File: src/assert_macros.svh
// Assertion macros shared by the trilinear interpolator RTL.
// Assertions compile away when SYNTHESIS is defined.
`ifndef ASSERT_MACROS_SVH
`define ASSERT_MACROS_SVH

`ifndef SYNTHESIS
`define TFIG_ASSERT(lbl, prop, msg) \
  lbl: assert property (@(posedge clk_i) disable iff (!rst_ni) prop) else $error(msg);
`define TFIG_ASSERT_ALWAYS(lbl, prop, msg) \
  lbl: assert property (@(posedge clk_i) prop) else $error(msg);
`else
`define TFIG_ASSERT(lbl, prop, msg)
`define TFIG_ASSERT_ALWAYS(lbl, prop, msg)
`endif

`endif

File: src/tfig_pkg.sv
// Package for the trilinear field interpolator: config, command and status types.
// No dependencies.
`timescale 1ns / 1ps

package tfig_pkg;

  localparam int DefMaxPointsX   = 16;
  localparam int DefMaxPointsY   = 16;
  localparam int DefMaxPointsZ   = 64;
  localparam int DefNumComponents = 6;

  localparam int InDataW  = 152;
  localparam int OutDataW = 176;
  localparam int GradW    = 48;

  typedef enum logic [2:0] {
    REG_X_ORIGIN   = 3'd0,
    REG_Y_ORIGIN   = 3'd1,
    REG_INV_STEP_X = 3'd2,
    REG_INV_STEP_Y = 3'd3,
    REG_INV_STEP_Z = 3'd4,
    REG_POINTS_X   = 3'd5,
    REG_POINTS_Y   = 3'd6,
    REG_POINTS_Z   = 3'd7
  } reg_idx_e;

  typedef struct packed {
    logic signed [31:0] x_origin;
    logic signed [31:0] y_origin;
    logic [31:0]        inv_step_x;
    logic [31:0]        inv_step_y;
    logic [31:0]        inv_step_z;
    logic [4:0]         points_x;
    logic [4:0]         points_y;
    logic [6:0]         points_z;
  } cfg_t;

  typedef struct packed {
    logic       load_item;
    logic       wr_en;
    logic       mul_map;
    logic       loc;
    logic       adr0;
    logic       adr1;
    logic       rd_en;
    logic       cap_en;
    logic       lerp_en;
    logic       mul_scale;
    logic       sfin;
    logic       out_load;
    logic [3:0] sel;
    logic [2:0] cap_idx;
  } cmd_t;

  typedef struct packed {
    logic is_query;
    logic comp_ok;
    logic out_free;
  } status_t;

endpackage

File: src/tfig_ctrl.sv
// Sequencer of the trilinear field interpolator: issues datapath commands per request.
// Depends on tfig_pkg and assert_macros.svh.
`timescale 1ns / 1ps
`include "assert_macros.svh"

module tfig_ctrl (
  input  logic              clk_i,
  input  logic              rst_ni,
  input  logic              in_valid_i,
  output logic              in_ready_o,
  input  tfig_pkg::status_t status_i,
  output tfig_pkg::cmd_t    cmd_o
);

  localparam logic [3:0] S_IDLE = 4'd0;
  localparam logic [3:0] S_DEC  = 4'd1;
  localparam logic [3:0] S_MMUL = 4'd2;
  localparam logic [3:0] S_MLOC = 4'd3;
  localparam logic [3:0] S_ADR0 = 4'd4;
  localparam logic [3:0] S_ADR1 = 4'd5;
  localparam logic [3:0] S_READ = 4'd6;
  localparam logic [3:0] S_LERP = 4'd7;
  localparam logic [3:0] S_SMUL = 4'd8;
  localparam logic [3:0] S_SFIN = 4'd9;
  localparam logic [3:0] S_FIN  = 4'd10;

  logic [3:0] state_q, state_d;
  logic [4:0] cnt_q, cnt_d;

  always_ff @(posedge clk_i or negedge rst_ni) begin
    if (!rst_ni) begin
      state_q <= S_IDLE;
      cnt_q   <= '0;
    end else begin
      state_q <= state_d;
      cnt_q   <= cnt_d;
    end
  end

  always_comb begin
    state_d    = state_q;
    cnt_d      = cnt_q;
    cmd_o      = '0;
    in_ready_o = 1'b0;
    cmd_o.sel  = cnt_q[3:0];
    unique case (state_q)
      S_IDLE: begin
        in_ready_o = 1'b1;
        if (in_valid_i) begin
          cmd_o.load_item = 1'b1;
          state_d         = S_DEC;
        end
      end
      S_DEC: begin
        cnt_d = '0;
        if (!status_i.is_query) begin
          cmd_o.wr_en = 1'b1;
          state_d     = S_IDLE;
        end else if (!status_i.comp_ok) begin
          state_d = S_FIN;
        end else begin
          state_d = S_MMUL;
        end
      end
      S_MMUL: begin
        cmd_o.mul_map = 1'b1;
        state_d       = S_MLOC;
      end
      S_MLOC: begin
        cmd_o.loc = 1'b1;
        if (cnt_q == 5'd2) begin
          cnt_d   = '0;
          state_d = S_ADR0;
        end else begin
          cnt_d   = cnt_q + 5'd1;
          state_d = S_MMUL;
        end
      end
      S_ADR0: begin
        cmd_o.adr0 = 1'b1;
        state_d    = S_ADR1;
      end
      S_ADR1: begin
        cmd_o.adr1 = 1'b1;
        state_d    = S_READ;
      end
      S_READ: begin
        cmd_o.rd_en   = (cnt_q != 5'd8);
        cmd_o.cap_en  = (cnt_q != 5'd0);
        cmd_o.cap_idx = 3'(cnt_q - 5'd1);
        if (cnt_q == 5'd8) begin
          cnt_d   = '0;
          state_d = S_LERP;
        end else begin
          cnt_d = cnt_q + 5'd1;
        end
      end
      S_LERP: begin
        cmd_o.lerp_en = 1'b1;
        if (cnt_q == 5'd15) begin
          cnt_d   = '0;
          state_d = S_SMUL;
        end else begin
          cnt_d = cnt_q + 5'd1;
        end
      end
      S_SMUL: begin
        cmd_o.mul_scale = 1'b1;
        state_d         = S_SFIN;
      end
      S_SFIN: begin
        cmd_o.sfin = 1'b1;
        if (cnt_q == 5'd2) begin
          cnt_d   = '0;
          state_d = S_FIN;
        end else begin
          cnt_d   = cnt_q + 5'd1;
          state_d = S_SMUL;
        end
      end
      S_FIN: begin
        if (status_i.out_free) begin
          cmd_o.out_load = 1'b1;
          state_d        = S_IDLE;
        end
      end
      default: state_d = S_IDLE;
    endcase
  end

  `TFIG_ASSERT(a_out_slot_free, cmd_o.out_load |-> status_i.out_free, "result loaded over a held one")
  `TFIG_ASSERT(a_read_cnt, (state_q == S_READ) |-> (cnt_q <= 5'd8), "corner counter overrun")
  `TFIG_ASSERT(a_load_done, (state_q == S_DEC && !status_i.is_query) |=> (state_q == S_IDLE), "load did not retire")

endmodule

File: config.mk
export PLATFORM = sky130hd
export DESIGN_NAME = tfig_ctrl
export DESIGN_NICKNAME = d
export VERILOG_FILES = /design/src/tfig_pkg.sv /design/src/tfig_ctrl.sv
export VERILOG_INCLUDE_DIRS = /design/src /design/src/src
export SDC_FILE = /design/constraint.sdc
export NUM_CORES = 1
export LEC_CHECK = 0
export ABC_AREA = 0
export BUFFER_PORTS_ARGS = -buffer_cell sky130_fd_sc_hd__buf_2
export CORE_UTILIZATION = 54
export DETAILED_ROUTE_END_ITERATION = 6
export GPL_TIMING_DRIVEN = 0
export PLACE_DENSITY = 0.84
export SYNTH_ARGS = -nofsm -noshare
export SYNTH_HDL_FRONTEND = slang
export SYNTH_SLANG_ARGS = --single-unit
File: constraint.sdc
create_clock -name clk_i -period 4.25 [get_ports clk_i]
set_clock_uncertainty 0.05 [all_clocks]
set_input_delay 0.2125 -clock clk_i [delete_from_list [all_inputs] [get_ports clk_i]]
set_output_delay 0.2125 -clock clk_i [all_outputs]
set_load 0.1 [all_outputs]
## Word level (Yosys, flattened, before mapping)

Cells that the tools add are included.

| storage, ports and cells | value |
|---|---|
| word-level logic and storage cells | 56 |
| latch bits | 0 |
| bits of input ports | 6 |
| memory bits (read-only) | 0 |
| RAM bits | 0 |
| memories | 0 |
| output and inout bits | 20 |
| bits in registers | 9 |

| operators by class | value |
|---|---|
| add/subtract/negate cells | 2 |
| muxes and demuxes | 29 |
| equality and inequality tests | 18 |
| bitwise operators | 0 |
| shift operators | 0 |
| divide/modulo/power cells | 0 |
| $lt $le $gt $ge | 0 |
| reductions and logical operators | 5 |
| multipliers | 0 |

Operators with widths:

| cell | count |
|---|---|
| $pmux 4 s11 | 1 |
| $mux 4 | 6 |
| $pmux 5 s4 | 1 |
| $eq 4x3->1 const B | 4 |
| $mux 5 | 3 |
| $mux 1 | 14 |
| $eq 4x4->1 const B | 3 |
| $eq 5x4->1 const B | 2 |
| $eq 4x2->1 const B | 2 |
| $ne 2x2->1 const B | 4 |
| $mux 3 | 2 |
| $add 5x1->5 const B | 1 |
| $eq 5x2->1 const B | 1 |
| $ne 5x4->1 const B | 1 |
| $reduce_bool 5->1 | 1 |
| $eq 4x1->1 const B | 1 |
| $logic_not 4->1 | 1 |
| $mux 2 | 2 |
| $reduce_and 4->1 | 1 |
| $reduce_bool 4->1 | 1 |
| $sub 3x1->3 const B | 1 |
| $reduce_or 2->1 | 1 |

## Depth between registers and ports, before layout

| logic depth | value |
|---|---|
| word-level depth | 3 |
| mapped depth | 7 |
| gate-level depth less buffers | 7 |

## Least setup slack after synthesis

No wires, ideal clock.

| timing | value |
|---|---|
| path type | reg2out |
| from | reg state_q[1] |
| to | out cmd_o[18] (netlist name) |
| required time | 3988 ps |
| buffers on the path | 0 |
| slack | -495 ps |
| data arrival time | 4483 ps |
| cell stages (with the launch flop) | 3 |
| cells stage by stage | dfrtp_1 nor4_1 and2_1 |

RTL lines:

| element | line | source |
|---|---|---|
| start: declaration | tfig_ctrl.sv:27 | `logic [3:0] state_q, state_d;` |
| start signal: assignment | tfig_ctrl.sv:35 | `state_q <= state_d;` |
| end: declaration | tfig_ctrl.sv:12 | `output tfig_pkg::cmd_t cmd_o` |

==> impl_metrics.toml <==
[route]
drt-initial-drc-count = 40
vias = 847
wl_per_cell_um = 12.7
vias_per_cell = 5.80
drtAntennaViolNets = 0
drc_errors = 0
wl_mm = 1.86
dr.pass1.iters = 4

[run]
maxCapViolations = 0

[sta]
finalCriticalPeriod_ns = 2.18
tightest_slew_ns = 0.488
max_slew_margin = 0.674
setup_viol = 0
min_period_over_period = 0.513
hold_viol_final = 0
fin_setup_tns_ns = 0
rsz0062_at_grt = "no"
max_freq_mhz = 459
drv_slew = 0

[global_route]
grt_pass1_vias = 749
grt_max_degree = 11
grt_first_pass_wirelength_mm = 3.26
grt_usage = 0.237
grt-ovfl-total = 0
antenna_found_initial = 0

[cts]
cts_tree = "built"
cts_buffer_depth = 2
postCtsSetupBuffers = 0
path_clk_slew_ns = 0.06
cts.sinks = 9
cts_max_level = 1
cts_buffers = 3
post_cts_resized = 0
clk_latency_ns = 0.25
ctsHoldBuffers = 1
root_buffer = "clkbuf_4"

[place]
dp_hpwl_mm = 1.49
gp_congestion = 0.877
port_buffers = 25
placed_cells = 141

[finish]
final_cells = 146
utilization = 0.744
antennaDiodeCount = 0
fin_nets = 144
fill_cells = 99
area_growth_syn_to_layout_pct = 22.1
drive_above_1_share = 0.321

[setup_path]
worst_ep_required_time_ns = 3.99
cp-start-kind = "flip-flop"
path_cells = "inv_1 > ha_1 > and4bb_2 > nor2_1 > buf_2"
crit_slowest_cell = "buf_2"
cp-end-kind = "output pin"
cp_max_fo = 7
worstPathArrival_ns = 1.92
max_stage_delay_ns = 0.46
criticalPathCategory = "reg2out"

[synth]
synth_edf_count = 0
synthDistinctLibCells = 35
syn-instance-count = 101
syn-num-nets = 113
synthArstFlopShare = 1.00
ys_seq_elements = 9
synthTopCellsByCount = "nor2_1 (10), o21ai_0 (10), dfrtp_1 (9), inv_1 (9), ha_1 (6)"
synthTopCellsByArea = "dfrtp_1 (27%), ha_1 (8.9%), o21ai_0 (5.9%), nor2_1 (4.5%), inv_1 (4.0%)"
synth_top_area_frac = 0.267
synth_area_um2 = 842
yosysSeqAreaShare = 0.267
synthFlopType = "dfrtp_1"
synth_warnings = 0
synth.avg_cell_area_um2 = 8.34
yosysTopAreaCell = "dfrtp_1"

[hold_path]
hold_class = "in2async"

[floorplanning]
die_h_um = 41.5
rows = 13
ios = 26
start_util = 0.609
dieArea_um2 = 1720
coreArea_um2 = 1380
die_w_um = 41.5

[status]
status = "finished, final reports clean"
-- metal layers --
layer  global-route usage  part of all wire  up-vias
met3               0.0217             0.051        4
met5                    0                 0        -
met4               0.0774             0.011        0
li1                     -                 -      417
met2                0.353              0.45       39
met1                0.358              0.48      387
-- layout make-up --
| type | instances | area [µm²] | area share |
|---|---|---|---|
| well taps | 15 | 18.8 | 0.0182 |
| flip-flops and latches | 9 | 225 | 0.219 |
| repair buffers | 26 | 135 | 0.131 |
| plain buffers | 8 | 55.1 | 0.0535 |
| inverters | 9 | 33.8 | 0.0328 |
| multi-input cells | 75 | 534 | 0.519 |
| clock buffers | 4 | 26.3 | 0.0255 |
-- state kept, by name, summed over array words and instances (netlist names) --
signal	count
cnt_q	5
state_q	4
-- through the flow --
stage | hold slack [ns] | setup slack [ns] | cell area, µm²
floorplan | -0.133 | 0.153 | 848
global placement | 0.00804 | 2.29 | 992
detailed placement | 0.0105 | 2.28 | 992
CTS | 0.278 | 2.09 | 1030
global route | 0.285 | 1.96 | 1030
finish | 0.277 | 2.07 | 1030
-- worst max-delay path: cells and delay by family, from the launching register on --
kind / cells / cell delay (ns)
buf+inv: 2 / 0.58
flops: 1 / 0.44
simple gates: 2 / 0.41
fa+ha+maj: 1 / 0.23
-- cell families after synthesis --
| kind of cell | count (synthesis) | synth area share |
|---|---|---|
| AOI/OAI and AO/OA | 27 | 0.224 |
| buffers and inverters | 17 | 0.105 |
| xor gates and xnor gates | 2 | 0.0208 |
| adders and majority gates | 6 | 0.0892 |
| and+or+nand+nor | 40 | 0.293 |
| DFF | 9 | 0.267 |
-- placed cells by master (no fill, tap or decap), drive strengths merged --
cell type / instances
nor2b: 1
or2: 2
nand2: 3
o21ai: 11
buf: 32
o22ai: 2
ha: 6
inv: 9
dlygate4sd3: 1
nor4b: 3
a21oi: 5
clkbuf: 5
nor4: 3
nand4bb: 1
a22oi: 2
nor3: 5
and2: 3
a41oi: 1
nor2: 10
nand3: 2
dfrtp: 9
nand2b: 3
xnor2: 2
o2bb2ai: 1
nor3b: 2
and4bb: 1
a22o: 1
o32ai: 2
o21bai: 2
or4: 1
-- path summary, 6_finish.rpt --
path,startpoint,endpoint,slack [ns],cells after the start
worst max register to register,cnt_q[0],state_q[0],2.25,7
worst min-delay path,rst_ni,cnt_q[0],0.28,2
max in group asynchronous,rst_ni,state_q[3],3.70,2
worst max-delay path,cnt_q[0],cmd_o[12],2.07,5
worst min register to register,cnt_q[0],cnt_q[0],0.53,1
min in group clk_i,status_i[0],state_q[1],0.34,4
Power is left out: the tool's default activity adds up to more than one toggle a clock period on the data nets, which glitch-free logic cannot reach.
