[config.mk]
export PLATFORM = sky130hd
export DESIGN_NAME = tfig_regs
export DESIGN_NICKNAME = d
export VERILOG_FILES = /design/src/assert_macros.svh /design/src/tfig_pkg.sv /design/src/tfig_regs.sv
export SDC_FILE = /design/constraint.sdc
export NUM_CORES = 1
export LEC_CHECK = 0
export BUFFER_PORTS_ARGS = -buffer_cell sky130_fd_sc_hd__buf_2
export CAP_MARGIN = 20
export CORE_MARGIN = 8
export CORE_UTILIZATION = 52
export DETAILED_ROUTE_END_ITERATION = 10
export PLACE_DENSITY_LB_ADDON = 0.1
export SYNTH_ARGS = -nofsm -noshare
export SYNTH_HDL_FRONTEND = slang
export SYNTH_SLANG_ARGS = --single-unit
[constraint.sdc]
create_clock -name clk_i -period 2.2 [get_ports clk_i]
set_clock_uncertainty 0.15 [all_clocks]
set_input_delay 0.33 -clock clk_i [delete_from_list [all_inputs] [get_ports clk_i]]
set_output_delay 0.33 -clock clk_i [all_outputs]
set_load 0.01 [all_outputs]
[src/assert_macros.svh]
// Assertion macros shared by the trilinear interpolator RTL.
// Assertions compile away when SYNTHESIS is defined.
`ifndef ASSERT_MACROS_SVH
`define ASSERT_MACROS_SVH

`ifndef SYNTHESIS
`define TFIG_ASSERT(lbl, prop, msg) \
  lbl: assert property (@(posedge clk_i) disable iff (!rst_ni) prop) else $error(msg);
`define TFIG_ASSERT_ALWAYS(lbl, prop, msg) \
  lbl: assert property (@(posedge clk_i) prop) else $error(msg);
`else
`define TFIG_ASSERT(lbl, prop, msg)
`define TFIG_ASSERT_ALWAYS(lbl, prop, msg)
`endif

`endif

[src/tfig_pkg.sv]
// Package for the trilinear field interpolator: config, command and status types.
// No dependencies.
`timescale 1ns / 1ps

package tfig_pkg;

  localparam int DefMaxPointsX   = 16;
  localparam int DefMaxPointsY   = 16;
  localparam int DefMaxPointsZ   = 64;
  localparam int DefNumComponents = 6;

  localparam int InDataW  = 152;
  localparam int OutDataW = 176;
  localparam int GradW    = 48;

  typedef enum logic [2:0] {
    REG_X_ORIGIN   = 3'd0,
    REG_Y_ORIGIN   = 3'd1,
    REG_INV_STEP_X = 3'd2,
    REG_INV_STEP_Y = 3'd3,
    REG_INV_STEP_Z = 3'd4,
    REG_POINTS_X   = 3'd5,
    REG_POINTS_Y   = 3'd6,
    REG_POINTS_Z   = 3'd7
  } reg_idx_e;

  typedef struct packed {
    logic signed [31:0] x_origin;
    logic signed [31:0] y_origin;
    logic [31:0]        inv_step_x;
    logic [31:0]        inv_step_y;
    logic [31:0]        inv_step_z;
    logic [4:0]         points_x;
    logic [4:0]         points_y;
    logic [6:0]         points_z;
  } cfg_t;

  typedef struct packed {
    logic       load_item;
    logic       wr_en;
    logic       mul_map;
    logic       loc;
    logic       adr0;
    logic       adr1;
    logic       rd_en;
    logic       cap_en;
    logic       lerp_en;
    logic       mul_scale;
    logic       sfin;
    logic       out_load;
    logic [3:0] sel;
    logic [2:0] cap_idx;
  } cmd_t;

  typedef struct packed {
    logic is_query;
    logic comp_ok;
    logic out_free;
  } status_t;

endpackage

[src/tfig_regs.sv]
// APB configuration registers of the trilinear field interpolator.
// Depends on tfig_pkg.
`timescale 1ns / 1ps

module tfig_regs (
  input  logic                clk_i,
  input  logic                rst_ni,
  input  logic                psel,
  input  logic                penable,
  input  logic                pwrite,
  input  logic [4:0]          paddr,
  input  logic [31:0]         pwdata,
  output logic [31:0]         prdata,
  output logic                pready,
  output tfig_pkg::cfg_t      cfg_o
);

  tfig_pkg::cfg_t     cfg_q;
  tfig_pkg::reg_idx_e idx;
  logic               wr;

  assign pready = 1'b1;
  assign idx    = tfig_pkg::reg_idx_e'(paddr[4:2]);
  assign wr     = psel & penable & pwrite;
  assign cfg_o  = cfg_q;

  always_ff @(posedge clk_i or negedge rst_ni) begin
    if (!rst_ni) begin
      cfg_q.x_origin   <= '0;
      cfg_q.y_origin   <= '0;
      cfg_q.inv_step_x <= 32'd65536;
      cfg_q.inv_step_y <= 32'd65536;
      cfg_q.inv_step_z <= 32'd65536;
      cfg_q.points_x   <= 5'd16;
      cfg_q.points_y   <= 5'd16;
      cfg_q.points_z   <= 7'd64;
    end else if (wr) begin
      unique case (idx)
        tfig_pkg::REG_X_ORIGIN:   cfg_q.x_origin   <= pwdata;
        tfig_pkg::REG_Y_ORIGIN:   cfg_q.y_origin   <= pwdata;
        tfig_pkg::REG_INV_STEP_X: cfg_q.inv_step_x <= pwdata;
        tfig_pkg::REG_INV_STEP_Y: cfg_q.inv_step_y <= pwdata;
        tfig_pkg::REG_INV_STEP_Z: cfg_q.inv_step_z <= pwdata;
        tfig_pkg::REG_POINTS_X:   cfg_q.points_x   <= pwdata[4:0];
        tfig_pkg::REG_POINTS_Y:   cfg_q.points_y   <= pwdata[4:0];
        tfig_pkg::REG_POINTS_Z:   cfg_q.points_z   <= pwdata[6:0];
        default: ;
      endcase
    end
  end

  always_comb begin
    unique case (idx)
      tfig_pkg::REG_X_ORIGIN:   prdata = cfg_q.x_origin;
      tfig_pkg::REG_Y_ORIGIN:   prdata = cfg_q.y_origin;
      tfig_pkg::REG_INV_STEP_X: prdata = cfg_q.inv_step_x;
      tfig_pkg::REG_INV_STEP_Y: prdata = cfg_q.inv_step_y;
      tfig_pkg::REG_INV_STEP_Z: prdata = cfg_q.inv_step_z;
      tfig_pkg::REG_POINTS_X:   prdata = {27'd0, cfg_q.points_x};
      tfig_pkg::REG_POINTS_Y:   prdata = {27'd0, cfg_q.points_y};
      tfig_pkg::REG_POINTS_Z:   prdata = {25'd0, cfg_q.points_z};
      default:                  prdata = '0;
    endcase
  end

endmodule

======== Yosys cells after proc, flatten, opt, wreduce, memory -nomap -nowiden ========
Index checks and enable logic that the tools add are counted.
word-level totals
  flip-flop bits (word level) ............. 177
  bits of input ports ..................... 42
  word-level logic and storage cells ...... 27
cells by class
  eq/ne operators ......................... 7
  muxes and demuxes ....................... 1
  reduce and logical (&&, ||, !) cells .... 9
  bitwise gates (word level) .............. 2
operators with widths
  kind                  count
  $pmux W32 S8          1
  $reduce_and A2 Y1     8
  $eq A3 B3 Y1 const B  4
  $eq A3 B2 Y1 const B  2
  $eq A3 B1 Y1 const B  1
  $logic_not A3 Y1      1
  $and A1 B1 Y1         2

======== Logic depth before layout (Yosys ltp) ========
  depth in word-level cells ............... 3
  depth in mapped cells ................... 7
  mapped depth without buffers ............ 4

======== Least setup slack after synthesis ========
OpenSTA, ideal clock, no wires.
  path type ............................... input -> output
  start point ............................. in paddr[3]
  end point ............................... out prdata[5]
  cell stages on the path ................. 7
  path slack .............................. 0.214 ns
  path buffers ............................ 3
  required time ........................... 1.720 ns
  data arrival time ....................... 1.506 ns
  cells stage by stage .................... buf_4 -> buf_2 -> buf_4 -> mux2i_1 -> nor2_1 -> a311oi_1 -> a21oi_1
on the way
  cells in the longest elaborated chain, start to end .. 2
  elaborated cells on any way between the ends .. 9
ends and longest elaborated chain
  item                                  line             RTL
  from (decl)                           tfig_regs.sv:11  input logic [4:0] paddr,
  $eq A3 B3 Y1 (tied with other cells)  tfig_regs.sv:53  unique case (idx)
  $pmux W32 S8 (*)                      tfig_regs.sv:53
  to (decl)                             tfig_regs.sv:13  output logic [31:0] prdata,
Every way passes the cells marked *; elsewhere a longest branch is shown, timed or not.

======== Worst setup path in the final report ========
  start point ............................. reg cfg_q (netlist bit cfg_o[12])
  end point ............................... out prdata[0]
on the way
  cells in the longest elaborated chain, start to end .. 1
ends and longest elaborated chain
  item          line             RTL
  from (decl)   tfig_regs.sv:18  tfig_pkg::cfg_t cfg_q;
  $pmux W32 S8  tfig_regs.sv:53
No other way between the ends.

==> metrics <==
post-route clock period utilization 100.2%; post-synth top area share 52.60%; standard-cell rows 45; Worst path max stage delay ~0.40 ns; WL/cell ~22 um; DRC 0; Synth area leaders dfrtp_1 (53%), mux2_2 (15%), mux2_4 (5.5%); Hold Path Depth 2; drt initial violations between 300 and 400; buffers plus inverters on the worst setup path 1; Rel. slew slack between 60% and 70%; PD cells 932.1 nW/um^2; hpwl dp ~17000 um; max_cap viols 0; vias post-DR ~6200; Nets 925; WL final 24340 um; Die Span Y ~140 um; Crit Path Max Fanout 2; failing checks negative setup slack; area of the core about 15000 sq um; Seq cells post-synth between 150 and 200; Clock Path Buffers 2; vias in the first global route 6703; CP arrival between 1.5 and 2 ns; IO Count between 200 and 300; RSZ-0062 raised after global routing true; Comb power frac approximately 25%; final worst setup slack -0.003550 ns; Max H-tree Level 4; Adder-Cell Fraction of Synth Area 0%; Post-DRT Antenna Nets 0; Final Cell Area 10580 sq um; Synth area leader dfrtp_1; Util after Layout between 60% and 70%; Seq pwr share 45.1%; Int Power around 6.8 mW; Seq/Total Area, Yosys between 50% and 60%; syn avg cell area around 13 sq um; largest family of logic cells by synthesized area multiplexers; ANT cells 0; Min-Delay Path Class in -> reg; total die area 19900 sq um; Worst R2R End cfg_o[12]$_DFFE_PN0P_; Final min period approximately 2.2 ns; R2R Setup Slk about 1.1 ns; CP Class reg -> out; Final Max Slew Viols 0; post-synthesis simple-gate area fraction under 10%; WP data required between 1.5 and 2 ns; Fmax achieved 453.8 MHz; Crit-path slowest cell dfrtp_1; crit end category primary output; CP top delay family flip-flops; hold path start pwdata[23]; Synth Net Count 657; mux cell area share after synthesis between 30% and 40%; Clk pwr share between 30% and 40%; IO Port Bufs approximately 250; CTS tree built; TritonCTS Buffers 17; Synth Area in Compound Gates under 10%; Distinct cells, synth 34; Largest register FFs 177; Sw Share just over 30%; vias per inst 5.589; Reg clk slew, reported paths roughly 0.070 ns; leakage ~5.5 nW; area grow syn2layout 30.01%; CTS root buffer clkbuf_16; first-pass GRT wire length 38000 um; cell area after synthesis between 8000 and 9000 sq um; Worst-Margin Slew between 0.5 and 0.6 ns; Ys Warns 0; grt ovf 0; final setup fails 1; Worst-Skew Late Latency 0.42 ns; Setup TNS Final -0.003550 ns; largest net degree at the start of global routing 58; layout cell share with drive strength beyond 1 approximately 55%; starting density of the core a little over half; Worst Setup Start Kind flop; xor and xnor area share after synthesis 0%; Final GP Congestion approximately 0.81; clock sinks between 150 and 200; GR Util All Layers about 25%; initial antenna violation count 0; DP Area just under 10000 sq um; Die W approximately 140 um; 1st-pass router iterations 6; Final Hold Fails 0; hold endpoint cfg_o[104]$_DFFE_PN0P_; worst r2r src cfg_o[12]$_DFFE_PN0P_; FF-to-FF path depth 2; Net Switching roughly 3.0 mW; Mapped Cells 615; outcome finished with violations; maximum VDD drop between 500 and 600 uV; CP Cell Sequence mux2_2 -> and3_4 -> o32a_1 -> buf_2
cell usage in the layout (no fill, tap or decap), types with 3 or more instances in the layout:
cell type	netlist	layout
a22oi_1	14	14
or3_2	0	3
o22a_1	4	4
or2_2	7	7
dfrtp_1	171	171
a21oi_1	21	21
mux2_1	37	37
nor2_1	58	55
mux2_2	111	111
clkinv_2	0	3
a211o_1	18	18
buf_4	3	29
buf_2	23	246
mux2_4	30	30
buf_12	0	15
clkbuf_16	0	17
mux2i_1	35	35
a31oi_1	9	8
nand2b_1	4	3
o22ai_1	5	5
clkinv_4	0	3
dfstp_2	6	6
nor2_4	0	3
nand2_1	20	20
nor2b_1	4	4
a211oi_1	4	3
cells in the mapped netlist:
cell and instances:
nand2b_1 4, clkbuf_1 11, a31oi_1 9, inv_1 1, o21ai_0 1, a22oi_1 14
buf_6 3, dfrtp_1 171, inv_2 1, nand2_1 20, and3_1 1, nor2_1 58
or3_1 3, nor2b_1 4, mux2_2 111, dfstp_2 6, or2_2 7, a311oi_1 1
nand4_2 2, mux2i_1 35, mux2_4 30, a21oi_1 21, o32a_1 1, buf_4 3
o22a_1 4, o22ai_1 5, mux2_1 37, buf_1 3, buf_2 23, o32ai_1 1
conb_1 1, nor2_2 1, a211oi_1 4, a211o_1 18
cells by family (layout without fill, tap and decap cells):
group | after synthesis | after routing
AOI/OAI and AO/OA | 79 | 79
buffers and inverters | 45 | 326
DFF | 177 | 177
muxes | 213 | 213
other | 1 | 1
and+or+nand+nor | 100 | 100
repair_timing:
| item | in CTS | in global routing |
|---|---|---|
| setup endpoints to repair | 1 | 8 |
| setup buffers | 1 | 1 |
| pin swaps | 0 | 0 |
| resized for setup | 1 | 5 |
| hold buffers | 1 | 0 |
| hold endpoints to repair | 53 | 0 |
worst max-delay path by stage:
stage                                      from          to  slack (ns)  cells past startpoint
after floorplan                        paddr[3]   prdata[5]        0.21                      7
after global placement                 paddr[3]  prdata[31]        0.02                      7
after detailed placement               paddr[3]  prdata[31]        0.01                      7
after CTS                 cfg_o[12]$_DFFE_PN0P_   prdata[0]       -0.02                      4
after global routing      cfg_o[12]$_DFFE_PN0P_   prdata[0]       -0.05                      4
final                     cfg_o[12]$_DFFE_PN0P_   prdata[0]      -0.004                      4
power by group through the flow:
stage	sequential [mW]	clock [mW]	combinational [mW]
finish	4.45	2.97	2.44
global placement	4.43	0	2.39
global route	4.53	3.16	2.64
CTS	4.43	3.03	2.47
detailed placement	4.49	0	2.45
floorplan	4.69	0	0.964
through the flow:
| step | hold WS [ns] | worst slack [ns] | total power, mW | instances |
|---|---|---|---|---|
| 3_5_place_dp | 0.2034 | 0.01114 | 6.938 | 1072 |
| 4_1_cts | 0.007886 | -0.02354 | 9.933 | 1106 |
| 3_3_place_gp | 0.1888 | 0.02214 | 6.826 | 1072 |
| 6_report | 0.02471 | -0.003550 | 9.858 | 1107 |
| 2_1_floorplan | -0.1156 | 0.2140 | 5.655 | 615 |
| 5_1_grt | 0.02226 | -0.05056 | 10.33 | 1107 |
layer usage:
metal / track usage, % / up-vias / routed length (um) / part of all wire (%)
met3: 6.853 / 38 / 1898 / 7.8
met2: 40.48 / 252 / 11910 / 49
li1: - / 2752 / - / -
met4: 8.541 / 0 / 492 / 2.0
met5: 0 / - / 0 / 0
met1: 30.52 / 3145 / 10040 / 41
worst register-to-register path, cell delays in order (launching register included):
cell,delay (ns)
dfrtp_1,0.40
buf_4,0.15
mux2_2,0.26
final cells by class:
type | count | area (sq um)
Multi-Input combinational cell | 393 | 3517
Sequential cell | 177 | 4437
Tap cell | 211 | 264.0
Clock buffer | 20 | 446.7
Inverter | 2 | 7.507
Timing Repair Buffer | 292 | 1770
Clock inverter | 12 | 133.9
Fill cell | 1123 | 4682
Power figures use the tool's default switching activity.
